<file path="config.mk">
export PLATFORM = sky130hd
export DESIGN_NAME = windowed_rms_decimator_unit
export DESIGN_NICKNAME = d
export VERILOG_FILES = /design/src/rtl/wrd_pkg.sv /design/src/rtl/wrd_ctrl.sv /design/src/rtl/wrd_datapath.sv /design/src/rtl/windowed_rms_decimator_unit.sv
export SDC_FILE = /design/constraint.sdc
export NUM_CORES = 2
export LEC_CHECK = 0
export ABC_CLOCK_PERIOD_IN_PS = 10800
export BUFFER_PORTS_ARGS = -buffer_cell sky130_fd_sc_hd__buf_4
export CAP_MARGIN = 15
export CORE_ASPECT_RATIO = 0.75
export CORE_MARGIN = 2
export CORE_UTILIZATION = 59
export CTS_BUF_LIST = sky130_fd_sc_hd__clkbuf_4 sky130_fd_sc_hd__clkbuf_8
export CTS_CLUSTER_DIAMETER = 50
export CTS_CLUSTER_SIZE = 30
export DETAILED_ROUTE_END_ITERATION = 8
export PLACE_DENSITY_LB_ADDON = 0.15
export SLEW_MARGIN = 0
export SYNTH_ARGS = -nofsm -noshare
export SYNTH_HDL_FRONTEND = slang
export SYNTH_HIERARCHICAL = 1
export SYNTH_SLANG_ARGS = --single-unit
</file>
<file path="constraint.sdc">
create_clock -name clk_i -period 10.8 [get_ports clk_i]
set_input_delay 2.16 -clock clk_i [delete_from_list [all_inputs] [get_ports clk_i]]
set_output_delay 2.16 -clock clk_i [all_outputs]
set_load 0.05 [all_outputs]
</file>
<file path="src/rtl/wrd_pkg.sv">
// shared types and constants of the windowed rms decimator
package wrd_pkg;

  localparam int unsigned SampleW   = 16;
  localparam int unsigned SquareW   = 31;
  localparam int unsigned SumW      = 46;
  localparam int unsigned CountW    = 16;
  localparam int unsigned InvW      = 17;
  localparam int unsigned CfgDataW  = 17;
  localparam int unsigned CfgIdxW   = 2;
  localparam int unsigned HalfW     = 23;
  localparam int unsigned PartW     = HalfW + InvW;
  localparam int unsigned ProdW     = SumW + InvW;
  localparam int unsigned MeanShift = 16;
  localparam int unsigned MeanW     = ProdW - MeanShift;
  localparam int unsigned RmsW      = 16;
  localparam int unsigned RmsMax    = 32768;
  localparam int unsigned RootSteps = 24;
  localparam int unsigned StepCntW  = 5;

  localparam logic [CfgIdxW-1:0] CfgWindowLen  = 2'd0;
  localparam logic [CfgIdxW-1:0] CfgInvDensity = 2'd1;
  localparam logic [CfgIdxW-1:0] CfgPointLimit = 2'd2;

  typedef struct packed {
    logic load_sample;
    logic accumulate;
    logic mul_lo;
    logic mul_hi;
    logic root_init;
    logic root_step;
    logic out_load;
  } wrd_cmd_t;

  typedef struct packed {
    logic close;
    logic out_free;
  } wrd_status_t;

endpackage

</file>
<file path="src/rtl/wrd_ctrl.sv">
// sequencer for accumulation, split multiply, iterative square root and output load
module wrd_ctrl (
  input  logic                clk_i,
  input  logic                rst_ni,
  input  logic                in_valid_i,
  output logic                in_ready_o,
  input  wrd_pkg::wrd_status_t status_i,
  output wrd_pkg::wrd_cmd_t    cmd_o
);

  localparam logic [2:0] StIdle     = 3'd0;
  localparam logic [2:0] StAcc      = 3'd1;
  localparam logic [2:0] StMulLo    = 3'd2;
  localparam logic [2:0] StMulHi    = 3'd3;
  localparam logic [2:0] StRootInit = 3'd4;
  localparam logic [2:0] StRoot     = 3'd5;
  localparam logic [2:0] StEmit     = 3'd6;

  localparam logic [wrd_pkg::StepCntW-1:0] LastStep =
    wrd_pkg::StepCntW'(wrd_pkg::RootSteps - 1);

  logic [2:0]                     state_q, state_d;
  logic [wrd_pkg::StepCntW-1:0]   step_q, step_d;

  always_comb begin
    state_d    = state_q;
    step_d     = step_q;
    cmd_o      = '0;
    in_ready_o = 1'b0;
    unique case (state_q)
      StIdle: begin
        in_ready_o = 1'b1;
        if (in_valid_i) begin
          cmd_o.load_sample = 1'b1;
          state_d           = StAcc;
        end
      end
      StAcc: begin
        cmd_o.accumulate = 1'b1;
        state_d          = status_i.close ? StMulLo : StIdle;
      end
      StMulLo: begin
        cmd_o.mul_lo = 1'b1;
        state_d      = StMulHi;
      end
      StMulHi: begin
        cmd_o.mul_hi = 1'b1;
        state_d      = StRootInit;
      end
      StRootInit: begin
        cmd_o.root_init = 1'b1;
        step_d          = '0;
        state_d         = StRoot;
      end
      StRoot: begin
        cmd_o.root_step = 1'b1;
        step_d          = step_q + 1'b1;
        if (step_q == LastStep) begin
          state_d = StEmit;
        end
      end
      StEmit: begin
        if (status_i.out_free) begin
          cmd_o.out_load = 1'b1;
          state_d        = StIdle;
        end
      end
      default: begin
        state_d = StIdle;
      end
    endcase
  end

  always_ff @(posedge clk_i or negedge rst_ni) begin
    if (!rst_ni) begin
      state_q <= StIdle;
      step_q  <= '0;
    end else begin
      state_q <= state_d;
      step_q  <= step_d;
    end
  end

endmodule

</file>
<file path="src/rtl/wrd_datapath.sv">
// configuration, window accumulator, split multiplier, square root and output register
module wrd_datapath (
  input  logic                              clk_i,
  input  logic                              rst_ni,
  input  logic                              cfg_we_i,
  input  logic [wrd_pkg::CfgIdxW-1:0]       cfg_index_i,
  input  logic [wrd_pkg::CfgDataW-1:0]      cfg_data_i,
  input  logic signed [wrd_pkg::SampleW-1:0] sample_i,
  input  logic                              channel_end_i,
  input  wrd_pkg::wrd_cmd_t                 cmd_i,
  output wrd_pkg::wrd_status_t              status_o,
  output logic                              out_valid_o,
  input  logic                              out_ready_i,
  output logic [wrd_pkg::RmsW-1:0]          rms_value_o,
  output logic                              last_point_o
);

  localparam int unsigned CountW = wrd_pkg::CountW;
  localparam int unsigned MeanW  = wrd_pkg::MeanW;

  logic [CountW-1:0]          window_len_q;
  logic [wrd_pkg::InvW-1:0]   inv_density_q;
  logic [CountW-1:0]          point_limit_q;

  logic [wrd_pkg::SquareW-1:0] square_q;
  logic                        end_q;
  logic                        pend_end_q;
  logic                        last_q;
  logic [wrd_pkg::SumW-1:0]    sum_q;
  logic [CountW-1:0]           count_q;
  logic [CountW-1:0]           points_q;
  logic [wrd_pkg::PartW-1:0]   part_lo_q;
  logic [wrd_pkg::PartW-1:0]   part_hi_q;
  logic [MeanW-1:0]            rem_q;
  logic [MeanW-1:0]            root_q;
  logic [MeanW-1:0]            bit_q;
  logic                        out_valid_q;
  logic [wrd_pkg::RmsW-1:0]    rms_q;
  logic                        out_last_q;

  logic signed [2*wrd_pkg::SampleW-1:0] sq_full;
  logic [CountW-1:0]           len_eff;
  logic [CountW-1:0]           count_inc;
  logic [CountW-1:0]           points_inc;
  logic                        active;
  logic [wrd_pkg::SumW-1:0]    sum_inc;
  logic [wrd_pkg::ProdW-1:0]   prod;
  logic [MeanW:0]              trial;
  logic                        take;

  assign sq_full    = (2*wrd_pkg::SampleW)'(sample_i) * (2*wrd_pkg::SampleW)'(sample_i);
  assign len_eff    = (window_len_q == '0) ? CountW'(1) : window_len_q;
  assign count_inc  = count_q + 1'b1;
  assign points_inc = points_q + 1'b1;
  assign active     = points_q < point_limit_q;
  assign sum_inc    = sum_q + wrd_pkg::SumW'(square_q);

  assign status_o.close    = active && (count_inc >= len_eff);
  assign status_o.out_free = !out_valid_q || out_ready_i;

  assign prod  = wrd_pkg::ProdW'(part_lo_q)
               + (wrd_pkg::ProdW'(part_hi_q) << wrd_pkg::HalfW);
  assign trial = {1'b0, root_q} + {1'b0, bit_q};
  assign take  = {1'b0, rem_q} >= trial;

  // configuration registers
  always_ff @(posedge clk_i or negedge rst_ni) begin
    if (!rst_ni) begin
      window_len_q  <= CountW'(1);
      inv_density_q <= wrd_pkg::InvW'(65536);
      point_limit_q <= '0;
    end else if (cfg_we_i) begin
      unique case (cfg_index_i)
        wrd_pkg::CfgWindowLen:  window_len_q  <= cfg_data_i[CountW-1:0];
        wrd_pkg::CfgInvDensity: inv_density_q <= cfg_data_i;
        wrd_pkg::CfgPointLimit: point_limit_q <= cfg_data_i[CountW-1:0];
        default: ;
      endcase
    end
  end

  // window and channel counters
  always_ff @(posedge clk_i or negedge rst_ni) begin
    if (!rst_ni) begin
      sum_q      <= '0;
      count_q    <= '0;
      points_q   <= '0;
      pend_end_q <= 1'b0;
      last_q     <= 1'b0;
    end else if (cmd_i.accumulate) begin
      if (status_o.close) begin
        sum_q      <= sum_inc;
        count_q    <= count_inc;
        points_q   <= points_inc;
        last_q     <= points_inc == point_limit_q;
        pend_end_q <= end_q;
      end else if (end_q) begin
        sum_q    <= '0;
        count_q  <= '0;
        points_q <= '0;
      end else if (active) begin
        sum_q   <= sum_inc;
        count_q <= count_inc;
      end
    end else if (cmd_i.root_init) begin
      // closed window has been read by the multiplier
      sum_q   <= '0;
      count_q <= '0;
      if (pend_end_q) begin
        points_q <= '0;
      end
    end
  end

  // sample square, multiplier halves and square root
  always_ff @(posedge clk_i) begin
    if (cmd_i.load_sample) begin
      square_q <= sq_full[wrd_pkg::SquareW-1:0];
      end_q    <= channel_end_i;
    end
    if (cmd_i.mul_lo) begin
      part_lo_q <= wrd_pkg::PartW'(sum_q[wrd_pkg::HalfW-1:0]) * wrd_pkg::PartW'(inv_density_q);
    end
    if (cmd_i.mul_hi) begin
      part_hi_q <= wrd_pkg::PartW'(sum_q[wrd_pkg::SumW-1:wrd_pkg::HalfW])
                 * wrd_pkg::PartW'(inv_density_q);
    end
    if (cmd_i.root_init) begin
      rem_q  <= prod[wrd_pkg::ProdW-1:wrd_pkg::MeanShift];
      root_q <= '0;
      bit_q  <= MeanW'(1) << (MeanW - 1);
    end else if (cmd_i.root_step) begin
      if (take) begin
        rem_q  <= rem_q - trial[MeanW-1:0];
        root_q <= (root_q >> 1) + bit_q;
      end else begin
        root_q <= root_q >> 1;
      end
      bit_q <= bit_q >> 2;
    end
  end

  // output register
  always_ff @(posedge clk_i or negedge rst_ni) begin
    if (!rst_ni) begin
      out_valid_q <= 1'b0;
    end else if (cmd_i.out_load) begin
      out_valid_q <= 1'b1;
    end else if (out_ready_i) begin
      out_valid_q <= 1'b0;
    end
  end

  always_ff @(posedge clk_i) begin
    if (cmd_i.out_load) begin
      rms_q      <= (root_q > MeanW'(wrd_pkg::RmsMax)) ? wrd_pkg::RmsW'(wrd_pkg::RmsMax)
                                                      : root_q[wrd_pkg::RmsW-1:0];
      out_last_q <= last_q;
    end
  end

  assign out_valid_o  = out_valid_q;
  assign rms_value_o  = rms_q;
  assign last_point_o = out_last_q;

endmodule

</file>
<file path="src/rtl/windowed_rms_decimator_unit.sv">
// windowed rms decimator top level
// a sample that does not close a window is accepted, then accumulated
// a sample that closes a window goes on to its result through accumulate, two
// multiply halves, root setup, 24 square root steps of one result bit each, output load
// the next sample is accepted once the result sits in the output register
// reset is asynchronous, active low; it clears counters, sums and the output valid
module windowed_rms_decimator_unit (
  input  logic                               clk_i,
  input  logic                               rst_ni,
  input  logic                               cfg_we_i,
  input  logic [wrd_pkg::CfgIdxW-1:0]        cfg_index_i,
  input  logic [wrd_pkg::CfgDataW-1:0]       cfg_data_i,
  input  logic                               in_valid_i,
  output logic                               in_ready_o,
  input  logic signed [wrd_pkg::SampleW-1:0] sample_i,
  input  logic                               channel_end_i,
  output logic                               out_valid_o,
  input  logic                               out_ready_i,
  output logic [wrd_pkg::RmsW-1:0]           rms_value_o,
  output logic                               last_point_o
);

  wrd_pkg::wrd_cmd_t    cmd;
  wrd_pkg::wrd_status_t status;

  wrd_ctrl u_ctrl (
    .clk_i      (clk_i),
    .rst_ni     (rst_ni),
    .in_valid_i (in_valid_i),
    .in_ready_o (in_ready_o),
    .status_i   (status),
    .cmd_o      (cmd)
  );

  wrd_datapath u_datapath (
    .clk_i         (clk_i),
    .rst_ni        (rst_ni),
    .cfg_we_i      (cfg_we_i),
    .cfg_index_i   (cfg_index_i),
    .cfg_data_i    (cfg_data_i),
    .sample_i      (sample_i),
    .channel_end_i (channel_end_i),
    .cmd_i         (cmd),
    .status_o      (status),
    .out_valid_o   (out_valid_o),
    .out_ready_i   (out_ready_i),
    .rms_value_o   (rms_value_o),
    .last_point_o  (last_point_o)
  );

endmodule
</file>
==> reports/results.ini <==
[run_status]
status = finished clean

[synth]
synth_top_area_share = 0.2988
yosysTopAreaCell = fa_1
netlist_area_sq_um = 57820
yosysWarningCount = 6
synth_ff_type = edfxtp_1
ys_types = 89
syn_inst = 6438
synth_enable_flop_cells = 159
synthTopCellsByCount = inv_1, fa_1, nand2_1
async_flop_share = 0.3750
synth.most_common_cell = inv_1
seq_area_frac_synth = 0.1669
ys_ff_latch = 368
syn_avg_cell_area_sq_um = 8.981
synth_fp_nets = 7829
synth_area_leaders = fa_1, ha_1, edfxtp_1

[clock_network]
clk_latency_ns = 0.74
clock_path_buffers = 3
cts_setup_buffers = 0
cts_buffers = 50
clk_pin_slew_ns = 0.09
cts_tree = done
hold_buffers = 0
htree_levels = 2
cts_resized = 0
clock_sinks = 368
clockRootBuffer = clkbuf_8

[sta]
drv_slew = 0
clock_skew_ns = 0.07962
slew_headroom = 0.1554
tightest_slew_ns = 1.235
max_freq_mhz = 124.4
setup-violations-final = 0
period_needed_ns = 8.037
rsz0062_at_grt = false
fin_tns_setup_ns = 0
post-route-period-util = 0.7442
finalHoldViolCount = 0

[floorplanning]
io_pins = 60
rows = 99
die_y_microns = 275.1
dieArea_sq_um = 100500
core_sq_um = 97240
die_w_microns = 365.5
start_util = 0.5946

[critical_path]
startpoint_type = input pin
crit_path_max_fanout = 15
crit_required_ns = 11.25
setup.worst_path.end_class = flip-flop
worstSetupPathType = input pin to flip-flop
worstPathArrival_ns = 8.48

[final_layout]
nets = 7688
areaGrowthSynthToFinish_pct = 4.401
seq_area_sq_um = 9652
multiInputGateArea_sq_um = 42510
drive_gt1_frac = 0.05127
fill_cells = 8293

[placed_design]
hpwlAfterDp_microns = 108800
gp_congestion = 0.8964
io_buffers = 59

[route]
drtAntennaViolNets = 0
dr.pass1.iters = 5
wl_per_cell_microns = 18.71
via_count = 44317
drc = 0
routed_via_density = 5.791
routed_wl_microns = 143200
drtIter0Drc = 3609

[hold_path]
hp-class = flip-flop to flip-flop

[grt]
antenna_found_initial = 2
grt.overflow.total = 0
grt_pass1_vias = 45218
grt_pass1_wl_microns = 239100
grt_usage = 0.2963
grt_max_degree = 75

[run]
cap_violations = 0

==> registers in the layout, indices dropped and copies added, names as in the netlist, 3 cells and up <==
signal                    count
u_ctrl/step_q                 5
u_datapath/count_q           16
u_datapath/part_lo_q         24
u_datapath/rms_value_o       16
u_datapath/rem_q             47
u_datapath/sum_q             46
u_ctrl/state_q                3
u_datapath/point_limit_q     16
u_datapath/window_len_q      16
u_datapath/inv_density_q     17
u_datapath/part_hi_q         40
u_datapath/square_q          30
u_datapath/bit_q             24
u_datapath/points_q          16
u_datapath/root_q            47
==> layout make-up <==
class | count | share of cell area
Clock buffer | 54 | 0.01210
Sequential cell | 368 | 0.1599
Timing Repair Buffer | 118 | 0.01474
Antenna cell | 1 | 0.00004146
Multi-Input combinational cell | 4569 | 0.7042
Tap cell | 1313 | 0.02722
Inverter | 1190 | 0.07400
Clock inverter | 40 | 0.007794
==> critical path, cell delays in order <==
cell	delay (ns)
buf_4	0.18
inv_1	0.28
nor2_1	0.12
fa_1	0.54
inv_1	0.07
fa_1	0.53
inv_1	0.04
ha_1	0.18
fa_1	0.47
inv_1	0.05
fa_1	0.54
inv_1	0.05
fa_1	0.44
ha_1	0.36
and3_1	0.23
a221oi_1	0.40
o21a_1	0.18
o211a_1	0.24
a21oi_1	0.16
a41oi_1	0.33
a211oi_1	0.16
a41o_1	0.30
o41ai_1	0.34
xnor2_1	0.11
==> final timing paths <==
path                                                    from                      endpoint  slack [ns]  cells past startpoint
worst max-delay path                             sample_i[4]       u_datapath/square_q[30]        2.76                     24
max in group asynchronous                             rst_ni           u_datapath/sum_q[0]        7.95                      2
min in group asynchronous                             rst_ni        u_datapath/out_valid_o        1.44                      1
worst min-delay path            u_datapath/inv_density_q[12]  u_datapath/inv_density_q[12]        0.52                      1
worst min register to register  u_datapath/inv_density_q[12]  u_datapath/inv_density_q[12]        0.52                      1
worst max register to register  u_datapath/inv_density_q[15]      u_datapath/part_lo_q[32]        2.85                     21
==> per-stage QoR <==
stage               hold slack (ns)  instances  setup slack [ns]  area [sq um]    util
floorplan                    0.4248       6438             2.525         57820       -
global placement             0.4765       7558             2.203         59160  0.6084
detailed placement           0.4950       7558             2.121         59160  0.6084
CTS                          0.5194       7652             2.873         60360  0.6208
global route                 0.5263       7653             2.448         60360  0.6208
finish                       0.5177       7653             2.763         60360  0.6208
==> logic make-up (layout without fill, tap and decap cells) <==
| family | Yosys count | count (layout) | share of synthesized area |
|---|---|---|---|
| adders and majority gates | 1350 | 1350 | 0.4042 |
| buffers and inverters | 1501 | 1402 | 0.09863 |
| other | 0 | 1 | 0 |
| AOI/OAI and AO/OA | 949 | 949 | 0.1130 |
| muxes | 83 | 83 | 0.01530 |
| xor gates and xnor gates | 291 | 291 | 0.04408 |
| DFF | 368 | 368 | 0.1669 |
| and+or+nand+nor | 1896 | 1896 | 0.1578 |
==> metal layers <==
metal  GRT usage  routed length (microns)  vias up  part of all wire
met5           0                        0        -                 0
met4     0.05891                     2689        0             0.019
met3     0.05126                    12320      177             0.086
met2      0.4477                    61510     1615              0.43
met1      0.4491                    66670    22126              0.47
li1            -                        -    20399                 -
==> cells in the final DEF, fill, tap and decap left out, types with 15 or more instances in the layout <==
master     Yosys  layout
o31ai_1       51      51
ha_1         487     487
clkbuf_8       0      52
fa_1         863     863
a31oi_1       62      62
or4_1         26      26
nor2_1       303     301
a311oi_2      19      19
a21oi_1      205     205
buf_4          3     117
edfxtp_1     159     159
o21bai_1      34      34
nor4_1        27      27
mux2i_1       40      40
a21o_1       118     118
and3_1        44      44
and2_1       376     376
dfrtp_1      136     136
inv_1       1189    1189
nor3_1        51      51
a2111oi_0     15      15
nand4_1       56      56
mux2_2        43      43
dfxtp_1       71      71
nor2b_1       37      37
nand3_1       98      98
nand2_1      766     765
o21a_1        34      34
xor2_1       104     104
a31o_2        15      15
a22o_1        34      34
nand2b_1      52      52
o21ai_0      180     179
xnor2_1      187     187
a211oi_1      34      34
Power is not shown: default switching activity piles up to over one toggle a cycle in this logic, so the estimate is an artifact.
